File: src/rtl/core/tss_pkg.sv
// Shared constants, codes and control/status types of the timed segment sequencer.
package tss_pkg;

  // Segment list depth and the widths that follow from it
  localparam int DEPTH  = 16;
  localparam int ADDR_W = (DEPTH > 1) ? $clog2(DEPTH) : 1;
  localparam int CNT_W  = $clog2(DEPTH + 1);

  // Fixed field widths
  localparam int REQ_W  = 2;
  localparam int TIME_W = 32;
  localparam int LEFT_W = TIME_W + 1;
  localparam int IDX_W  = 6;
  localparam int PROG_W = 17;
  localparam int FRAC_W = PROG_W - 1;
  localparam int ENTRY_W = TIME_W + LEFT_W;

  // Divider runs one quotient bit per cycle
  localparam int DIV_STEPS = FRAC_W;
  localparam int STEP_W    = $clog2(DIV_STEPS + 1);

  localparam logic [PROG_W-1:0] FULL_PROGRESS = PROG_W'(1) << FRAC_W;

  typedef enum logic [REQ_W-1:0] {
    REQ_TICK  = 2'd0,
    REQ_PUSH  = 2'd1,
    REQ_CALL  = 2'd2,
    REQ_CLEAR = 2'd3
  } req_type_t;

  typedef enum logic [2:0] {
    S_IDLE,
    S_TICK,
    S_DIV,
    S_PEMIT,
    S_CALL
  } state_t;

  // Commands from controller to datapath
  typedef struct packed {
    logic push;           // append a segment unless full
    logic clear;          // empty the list
    logic tick_start;     // latch tick amount, read current entry
    logic tick_complete;  // write back, emit complete word, advance, read next
    logic tick_partial;   // write back, load divider
    logic div_step;       // one quotient bit
    logic part_emit;      // emit partial progress word
    logic call_emit;      // emit complete word for complete-all, advance
  } cmd_t;

  // Status from datapath to controller
  typedef struct packed {
    logic can_tick;   // tick would do work
    logic can_call;   // a segment remains
    logic left_neg;   // current segment overran
    logic more;       // a segment follows the current one
    logic div_done;   // quotient ready
    logic out_free;   // output register can take a word
  } status_t;

endpackage

File: src/rtl/core/tss_ram.sv
// Generic single write, single read RAM with registered read data.
module tss_ram #(
  parameter int WIDTH = 8,
  parameter int DEPTH = 16,
  localparam int AW = (DEPTH > 1) ? $clog2(DEPTH) : 1
) (
  input  logic             clk,
  input  logic             wr_en,
  input  logic [AW-1:0]    wr_addr,
  input  logic [WIDTH-1:0] wr_data,
  input  logic             rd_en,
  input  logic [AW-1:0]    rd_addr,
  output logic [WIDTH-1:0] rd_data
);

  logic [WIDTH-1:0] mem_r [DEPTH];
  logic [WIDTH-1:0] rd_data_r;

  // Write port
  always_ff @(posedge clk) begin
    if (wr_en) begin
      mem_r[wr_addr] <= wr_data;
    end
  end

  // Registered read, held when not enabled
  always_ff @(posedge clk) begin
    if (rd_en) begin
      rd_data_r <= mem_r[rd_addr];
    end
  end

  assign rd_data = rd_data_r;

endmodule

File: src/rtl/core/tss_ctrl.sv
// Controller state machine of the timed segment sequencer.
module tss_ctrl (
  input  logic                           clk,
  input  logic                           rst_n,
  input  logic                           in_valid,
  input  logic [tss_pkg::REQ_W-1:0]      in_req_type,
  output logic                           in_stall,
  input  tss_pkg::status_t               status,
  output tss_pkg::cmd_t                  cmd
);
  import tss_pkg::*;

  state_t state_r;
  state_t state_nxt;

  // State register
  always_ff @(posedge clk) begin
    if (!rst_n) begin
      state_r <= S_IDLE;
    end else begin
      state_r <= state_nxt;
    end
  end

  // Next state and commands
  always_comb begin
    state_nxt = state_r;
    cmd       = '0;
    in_stall  = 1'b1;
    case (state_r)
      S_IDLE: begin
        in_stall = 1'b0;
        if (in_valid) begin
          case (in_req_type)
            REQ_TICK: begin
              if (status.can_tick) begin
                cmd.tick_start = 1'b1;
                state_nxt      = S_TICK;
              end
            end
            REQ_PUSH: begin
              cmd.push = 1'b1;
            end
            REQ_CALL: begin
              if (status.can_call) begin
                state_nxt = S_CALL;
              end
            end
            REQ_CLEAR: begin
              cmd.clear = 1'b1;
            end
            default: begin
              state_nxt = S_IDLE;
            end
          endcase
        end
      end
      S_TICK: begin
        // Overrun: report complete and walk on; else compute the fraction
        if (status.left_neg) begin
          if (status.out_free) begin
            cmd.tick_complete = 1'b1;
            if (!status.more) begin
              state_nxt = S_IDLE;
            end
          end
        end else begin
          cmd.tick_partial = 1'b1;
          state_nxt        = S_DIV;
        end
      end
      S_DIV: begin
        if (status.div_done) begin
          state_nxt = S_PEMIT;
        end else begin
          cmd.div_step = 1'b1;
        end
      end
      S_PEMIT: begin
        if (status.out_free) begin
          cmd.part_emit = 1'b1;
          state_nxt     = S_IDLE;
        end
      end
      S_CALL: begin
        if (status.out_free) begin
          cmd.call_emit = 1'b1;
          if (!status.more) begin
            state_nxt = S_IDLE;
          end
        end
      end
      default: begin
        state_nxt = S_IDLE;
      end
    endcase
  end

endmodule

File: src/rtl/core/tss_dp.sv
// Datapath: segment store, index and count, tick arithmetic, divider, output word.
module tss_dp (
  input  logic                           clk,
  input  logic                           rst_n,
  input  logic                           cfg_wr_en,
  input  logic                           cfg_wr_data,
  input  logic [tss_pkg::TIME_W-1:0]     in_tick_amount,
  input  logic [tss_pkg::TIME_W-1:0]     in_segment_duration,
  input  tss_pkg::cmd_t                  cmd,
  output tss_pkg::status_t               status,
  output logic                           out_valid,
  input  logic                           out_stall,
  output logic [tss_pkg::IDX_W-1:0]      out_segment_index,
  output logic [tss_pkg::PROG_W-1:0]     out_progress,
  output logic                           out_last,
  output logic                           out_sequence_done
);
  import tss_pkg::*;

  logic                paused_r;
  logic [CNT_W-1:0]    idx_r, idx_nxt;
  logic [CNT_W-1:0]    cnt_r, cnt_nxt;
  logic [TIME_W-1:0]   pass_r;
  logic [TIME_W-1:0]   rem_r;
  logic [FRAC_W-1:0]   quo_r;
  logic                full_r;
  logic [STEP_W-1:0]   step_r;

  logic                out_valid_r;
  logic [IDX_W-1:0]    out_idx_r;
  logic [PROG_W-1:0]   out_prog_r;
  logic                out_last_r;
  logic                out_done_r;

  logic                ram_we;
  logic [ADDR_W-1:0]   ram_waddr;
  logic [ENTRY_W-1:0]  ram_wdata;
  logic                ram_re;
  logic [ADDR_W-1:0]   ram_raddr;
  logic [ENTRY_W-1:0]  ram_rdata;

  logic [TIME_W-1:0]   rd_dur;
  logic [LEFT_W-1:0]   rd_left;
  logic [LEFT_W-1:0]   left;
  logic [LEFT_W-1:0]   excess;
  logic [TIME_W-1:0]   num;
  logic [CNT_W-1:0]    idx_inc;
  logic                more;
  logic                full_list;
  logic [TIME_W:0]     rem_sh;
  logic                rem_ge;
  logic                out_free;
  logic                emit;
  logic [PROG_W-1:0]   emit_prog;
  logic                emit_last;
  logic                emit_done;

  // Segment store: duration and time left per entry
  tss_ram #(
    .WIDTH (ENTRY_W),
    .DEPTH (DEPTH)
  ) u_store (
    .clk     (clk),
    .wr_en   (ram_we),
    .wr_addr (ram_waddr),
    .wr_data (ram_wdata),
    .rd_en   (ram_re),
    .rd_addr (ram_raddr),
    .rd_data (ram_rdata)
  );

  assign rd_dur  = ram_rdata[ENTRY_W-1:LEFT_W];
  assign rd_left = ram_rdata[LEFT_W-1:0];

  // Tick arithmetic on the current entry
  assign left      = rd_left - {1'b0, pass_r};
  assign excess    = LEFT_W'(0) - left;
  assign num       = rd_dur - left[TIME_W-1:0];
  assign idx_inc   = idx_r + CNT_W'(1);
  assign more      = (idx_inc < cnt_r);
  assign full_list = (cnt_r == CNT_W'(DEPTH));

  // Store write and read selection
  always_comb begin
    ram_we    = 1'b0;
    ram_waddr = idx_r[ADDR_W-1:0];
    ram_wdata = {rd_dur, left};
    if (cmd.push && !full_list) begin
      ram_we    = 1'b1;
      ram_waddr = cnt_r[ADDR_W-1:0];
      ram_wdata = {in_segment_duration, 1'b0, in_segment_duration};
    end else if (cmd.tick_complete || cmd.tick_partial) begin
      ram_we = 1'b1;
    end
  end

  assign ram_re    = cmd.tick_start || (cmd.tick_complete && more);
  assign ram_raddr = cmd.tick_start ? idx_r[ADDR_W-1:0] : idx_inc[ADDR_W-1:0];

  // Pause register
  always_ff @(posedge clk) begin
    if (!rst_n) begin
      paused_r <= 1'b0;
    end else if (cfg_wr_en) begin
      paused_r <= cfg_wr_data;
    end
  end

  // Index and count
  always_comb begin
    idx_nxt = idx_r;
    cnt_nxt = cnt_r;
    if (cmd.clear) begin
      idx_nxt = '0;
      cnt_nxt = '0;
    end else if (cmd.push && !full_list) begin
      cnt_nxt = cnt_r + CNT_W'(1);
    end else if (cmd.tick_complete || cmd.call_emit) begin
      idx_nxt = idx_inc;
    end
  end

  always_ff @(posedge clk) begin
    if (!rst_n) begin
      idx_r <= '0;
      cnt_r <= '0;
    end else begin
      idx_r <= idx_nxt;
      cnt_r <= cnt_nxt;
    end
  end

  // Time still to spend: latch on start, carry the excess on overrun
  always_ff @(posedge clk) begin
    if (cmd.tick_start) begin
      pass_r <= in_tick_amount;
    end else if (cmd.tick_complete) begin
      pass_r <= excess[TIME_W-1:0];
    end
  end

  // Restoring divider: (num << 16) / dur, one bit per cycle
  assign rem_sh = {rem_r, 1'b0};
  assign rem_ge = (rem_sh >= {1'b0, rd_dur});

  always_ff @(posedge clk) begin
    if (cmd.tick_partial) begin
      rem_r  <= num;
      quo_r  <= '0;
      full_r <= (num == rd_dur);
    end else if (cmd.div_step) begin
      if (rem_ge) begin
        rem_r <= TIME_W'(rem_sh - {1'b0, rd_dur});
      end else begin
        rem_r <= rem_sh[TIME_W-1:0];
      end
      quo_r <= {quo_r[FRAC_W-2:0], rem_ge};
    end
  end

  always_ff @(posedge clk) begin
    if (!rst_n) begin
      step_r <= '0;
    end else if (cmd.tick_partial) begin
      step_r <= STEP_W'(DIV_STEPS);
    end else if (cmd.div_step) begin
      step_r <= step_r - STEP_W'(1);
    end
  end

  // Output word register
  assign out_free  = !out_valid_r || !out_stall;
  assign emit      = cmd.tick_complete || cmd.call_emit || cmd.part_emit;
  assign emit_prog = cmd.part_emit ? (full_r ? FULL_PROGRESS : {1'b0, quo_r})
                                   : FULL_PROGRESS;
  assign emit_last = cmd.part_emit || !more;
  assign emit_done = cmd.part_emit ? (idx_r >= cnt_r) : !more;

  always_ff @(posedge clk) begin
    if (!rst_n) begin
      out_valid_r <= 1'b0;
    end else if (emit) begin
      out_valid_r <= 1'b1;
    end else if (!out_stall) begin
      out_valid_r <= 1'b0;
    end
  end

  always_ff @(posedge clk) begin
    if (emit) begin
      out_idx_r  <= IDX_W'(idx_r[ADDR_W-1:0]);
      out_prog_r <= emit_prog;
      out_last_r <= emit_last;
      out_done_r <= emit_done;
    end
  end

  assign out_valid         = out_valid_r;
  assign out_segment_index = out_idx_r;
  assign out_progress      = out_prog_r;
  assign out_last          = out_last_r;
  assign out_sequence_done = out_done_r;

  // Status to the controller
  always_comb begin
    status.can_tick = !paused_r && (in_tick_amount != '0) && (idx_r < cnt_r);
    status.can_call = (idx_r < cnt_r);
    status.left_neg = left[LEFT_W-1];
    status.more     = more;
    status.div_done = (step_r == '0);
    status.out_free = out_free;
  end

endmodule

File: src/rtl/core/timed_segment_sequencer_unit.sv
// Top level of the timed segment sequencer: controller, datapath and checks.
//
// Holds up to 16 timed segments. Input words carry a request type: tick,
// push segment, complete all, or clear. Output words report a segment index,
// its progress in Q1.16 (65536 = complete), a last flag on the final word of
// a request and a sequence-done flag. cfg_wr_en/cfg_wr_data set the pause bit.
// Push and clear are done on acceptance and produce no word. Complete-all is
// accepted in the idle state, then emits one word per cycle while the output
// is free. A tick is accepted in the idle state, where the store read is
// issued; then each overrun segment emits a complete word and reads the next
// entry. A tick that ends inside a segment writes that entry back, loads the
// bit-serial divider (16 quotient bits and a finishing check) and emits a
// partial word once the divider is done. The divider and the single store
// read port set the pace of a tick. in_stall is high whenever a request is
// still being worked on.
// A result waits in the output register while out_stall is high; the
// controller holds in its emitting state until that register frees up.
// After reset the list is empty, the index is zero and the block is unpaused.
module timed_segment_sequencer_unit (
  input  logic                           clk,
  input  logic                           rst_n,
  input  logic                           cfg_wr_en,
  input  logic                           cfg_wr_data,
  input  logic                           in_valid,
  output logic                           in_stall,
  input  logic [tss_pkg::REQ_W-1:0]      in_req_type,
  input  logic [tss_pkg::TIME_W-1:0]     in_tick_amount,
  input  logic [tss_pkg::TIME_W-1:0]     in_segment_duration,
  output logic                           out_valid,
  input  logic                           out_stall,
  output logic [tss_pkg::IDX_W-1:0]      out_segment_index,
  output logic [tss_pkg::PROG_W-1:0]     out_progress,
  output logic                           out_last,
  output logic                           out_sequence_done
);
  import tss_pkg::*;

  cmd_t    cmd;
  status_t status;

  // Sequencing
  tss_ctrl u_ctrl (
    .clk         (clk),
    .rst_n       (rst_n),
    .in_valid    (in_valid),
    .in_req_type (in_req_type),
    .in_stall    (in_stall),
    .status      (status),
    .cmd         (cmd)
  );

  // Store, arithmetic and output word
  tss_dp u_dp (
    .clk                 (clk),
    .rst_n               (rst_n),
    .cfg_wr_en           (cfg_wr_en),
    .cfg_wr_data         (cfg_wr_data),
    .in_tick_amount      (in_tick_amount),
    .in_segment_duration (in_segment_duration),
    .cmd                 (cmd),
    .status              (status),
    .out_valid           (out_valid),
    .out_stall           (out_stall),
    .out_segment_index   (out_segment_index),
    .out_progress        (out_progress),
    .out_last            (out_last),
    .out_sequence_done   (out_sequence_done)
  );

  // A tick's complete word is only issued for an overrun segment
  a_complete_on_overrun: assert property (@(posedge clk) disable iff (!rst_n)
    cmd.tick_complete |-> status.left_neg)
    else $error("complete word issued without overrun");

  // The partial word only goes out once the divider has finished
  a_partial_after_div: assert property (@(posedge clk) disable iff (!rst_n)
    cmd.part_emit |-> status.div_done)
    else $error("partial word issued before divider finished");

  // A word that ends the sequence also ends its request
  a_done_implies_last: assert property (@(posedge clk) disable iff (!rst_n)
    (out_valid && out_sequence_done) |-> out_last)
    else $error("sequence done without last");

  // Emitting never happens while the output register is held
  a_no_emit_when_held: assert property (@(posedge clk) disable iff (!rst_n)
    (out_valid && out_stall) |->
      !(cmd.tick_complete || cmd.call_emit || cmd.part_emit))
    else $error("word emitted into a held output register");

endmodule
File: config.mk
export PLATFORM = sky130hd
export DESIGN_NAME = timed_segment_sequencer_unit
export DESIGN_NICKNAME = d
export VERILOG_FILES = /design/src/rtl/core/tss_pkg.sv /design/src/rtl/core/tss_ram.sv /design/src/rtl/core/tss_ctrl.sv /design/src/rtl/core/tss_dp.sv /design/src/rtl/core/timed_segment_sequencer_unit.sv
export SDC_FILE = /design/constraint.sdc
export NUM_CORES = 2
export LEC_CHECK = 0
export BUFFER_PORTS_ARGS = -buffer_cell sky130_fd_sc_hd__buf_4
export CORE_ASPECT_RATIO = 0.9
export CORE_MARGIN = 2
export CORE_UTILIZATION = 40
export DETAILED_ROUTE_END_ITERATION = 12
export PLACE_DENSITY_LB_ADDON = 0.12
export RECOVER_POWER = 100
export SLEW_MARGIN = 15
export SYNTH_ARGS = -nofsm -noshare
export SYNTH_HDL_FRONTEND = slang
export SYNTH_SLANG_ARGS = --single-unit
File: constraint.sdc
create_clock -name clk -period 8.66 [get_ports clk]
set_input_delay 0.866 -clock clk [delete_from_list [all_inputs] [get_ports clk]]
set_output_delay 0.866 -clock clk [all_outputs]
set_load 0.1 [all_outputs]
==> metrics.txt <==
initial antenna violation count=1; TritonRoute pass-1 iters=7; post-cts repair resize count=0; Routed Antenna Nets=0; via count=between 30000 and 40000; fraction of layout instances using a drive strength above 1=0.189; Req. time, crit path=9150 ps; CTS max path bufs=3; CTS tree=done; WL final=approximately 150000 µm; RePlAce Congestion=0.900; largest net degree at the start of global routing=between 100 and 150; most frequent cells in the layout=edfxtp_1, mux4_2, nand2_1, o21ai_0, clkbuf_16; wire per inst=27.7 µm; initial core utilization=0.401; Layout Skew=between 30 and 40 ps; synthesized area per cell=between 15 and 20 µm²; Iteration-0 DRC Markers=~3000; Unique masters post-synth=~100; first-pass GRT wire length=around 210000 µm; CP Class=flip-flop to flip-flop; pins over their slew limit=1226; crit-path max FO=slightly below 70; via/cell ratio=5.71; RSZ-0062 raised after global routing=false; Max Cap Viol=41; htree depth=4; num ports=99; vias in the first global route=30500; Setup crit start=u_dp.idx_r[3]$_SDFFE_PP0P_; CP startpoint kind=flip-flop; core outline area=0.135 mm²; Power Density=approximately 210 mW/mm²; worst hold-check path type=primary input to flip-flop; max_slew headroom=-1.36; Area Growth Syn to Fin=13.1%; fin crit share=0.908; die span in y=~350 µm; status=complete, but fails checks; die width=392 µm; Pleak=20.1 nW; final setup fails=0; # rows=128; Worst-Skew Late Latency=780 ps; root buf cell=clkbuf_16; CP Capture Type=flip-flop; Yosys warning total=0; number of I/O port buffers=96; maximum VDD drop=around 0.00019 V; HP Start=cfg_wr_data; Main synth FF type=edfxtp_1; Final Hold Viols=0; full die area=0.138 mm²; # fillers=11900; total grt overflow=0; HPWL after DPL=90700 µm; fmax=approximately 130 MHz; ys async rst share=0; Period minus WS final=7860 ps; Worst-path clk slew=70 ps; DRC errors left=0; Num CTS Buffers=between 100 and 150; Seq/Total Area, Yosys=0.675; #FFs+latches synth=1229; Crit Reg-Reg Startpoint=u_dp.idx_r[3]$_SDFFE_PP0P_; Tot GR Track Use=0.214; failing checks=capacitance limit, slew limit; fin util=0.454; fin nets=between 3000 and 4000; setup tns final=0 ps; # Post-CTS Setup Buffers=0; Crit path arrival time=8350 ps; post-synthesis cell area=0.0541 mm²; worst slew pin tran=3540 ps; CTS Hold Bufs=0; most common cell after layout, fill and taps aside=edfxtp_1; Syn Inst Count=between 3000 and 4000; CTS sink count=1229; EDFF count, synth=between 1000 and 1500
-- worst paths after layout --
kind,slack [ps],cells after the start,to
setup / recovery,800,10,u_dp.u_store.rd_data[34]$_DFFE_PP_
hold / removal,360,3,u_dp.paused_r$_SDFFE_PN0P_
setup reg to reg,800,10,u_dp.u_store.rd_data[34]$_DFFE_PP_
hold reg to reg,470,2,u_dp.quo_r[15]$_SDFFE_PP0P_
-- per-stage QoR --
stage	hold slack [ps]	instance area [µm²]	power, mW	setup WS [ps]	cells
6_report	362	61200	12.8	795	5331
3_5_place_dp	459	57700	7.47	1080	5095
2_1_floorplan	431	54100	7.20	2270	3218
3_3_place_gp	453	57700	7.46	1250	5094
4_1_cts	304	61800	12.9	1010	5330
5_1_grt	353	61200	13.2	295	5331
-- sequential cells by signal (all words and copies together), names as in the netlist, 4 cells and up --
signal	cells
u_dp.out_segment_index	4
u_dp.cnt_r	5
u_dp.pass_r	32
u_dp.quo_r	16
u_dp.u_store.rd_data	65
u_dp.out_progress	17
u_dp.rem_r	32
u_dp.u_store.mem_r	1040
u_dp.step_r	5
u_dp.idx_r	5
-- final cells by class --
class | count | area (µm²) | area share
diodes | 1 | 2.50 | 0.0000409
clock buffers | 167 | 3530 | 0.0576
clock inverters | 68 | 607 | 0.00991
inverters | 115 | 432 | 0.00705
multi-input cells | 1726 | 16600 | 0.271
flip-flops and latches | 1229 | 36500 | 0.597
well taps | 1820 | 2280 | 0.0372
repair buffers | 205 | 1250 | 0.0204
-- power by group --
group | internal (mW) | switching (mW) | leakage, nW
Clock | 3.13 | 2.31 | 2.01
Sequential | 6.59 | 0.0136 | 11.0
Combinational | 0.262 | 0.455 | 7.08
Total | 9.98 | 2.78 | 20.1
-- kinds of logic after synthesis --
family                     count (synthesis)  share of synthesized area
buffers and inverters                    263                     0.0190
xor gates and xnor gates                 151                     0.0257
other                                      1                  0.0000693
AOI/OAI and AO/OA                        517                     0.0614
and+or+nand+nor                          598                     0.0534
muxes                                    343                      0.139
DFF                                     1229                      0.675
adders and majority gates                115                     0.0262
-- worst max-delay path, cell delays in order, from the launching register on --
cell and delay [ps]:
dfxtp_1 610, ha_1 340, a21o_1 170, a211o_1 350, or3_1 390, nor4_1 190
clkbuf_1 2270, nor2_1 250, xnor2_2 1580, clkbuf_4 910, mux4_2 450
-- metal layers --
metal | up-vias | track usage | share of wire
li1 | 13200 | - | -
met1 | 16000 | 0.315 | 0.46
met2 | 989 | 0.337 | 0.47
met3 | 172 | 0.0333 | 0.057
met4 | 0 | 0.0479 | 0.018
met5 | - | 0 | 0
-- cells in the mapped netlist (9+ instances only) --
library cell / instances / share of area
maj3_1: 17 / 0.0031
nor3_1: 35 / 0.0032
nand4_1: 19 / 0.0022
o211ai_1: 19 / 0.0026
and2_1: 31 / 0.0036
nor2_1: 131 / 0.0091
buf_2: 11 / 0.0010
o21a_1: 17 / 0.0024
edfxtp_1: 1193 / 0.66
nor4_1: 20 / 0.0023
a21o_1: 25 / 0.0035
o31ai_1: 13 / 0.0018
and3_1: 10 / 0.0012
nand2b_1: 21 / 0.0024
buf_1: 28 / 0.0019
mux2i_1: 15 / 0.0028
a21boi_0: 9 / 0.0012
mux4_2: 326 / 0.14
a31oi_1: 21 / 0.0024
a21oi_1: 113 / 0.010
nor3b_1: 9 / 0.0012
xnor2_1: 109 / 0.018
a211oi_1: 27 / 0.0037
clkbuf_1: 103 / 0.0071
or4_1: 10 / 0.0014
or3_1: 15 / 0.0017
o21bai_1: 12 / 0.0017
o21ai_0: 166 / 0.015
o21ai_1: 13 / 0.0012
nand2_1: 206 / 0.014
ha_1: 92 / 0.021
dfxtp_1: 36 / 0.013
xor2_1: 37 / 0.0060
inv_1: 115 / 0.0080
nor2b_1: 18 / 0.0021
nand3_1: 37 / 0.0034
(Power assumes the default switching activity.)
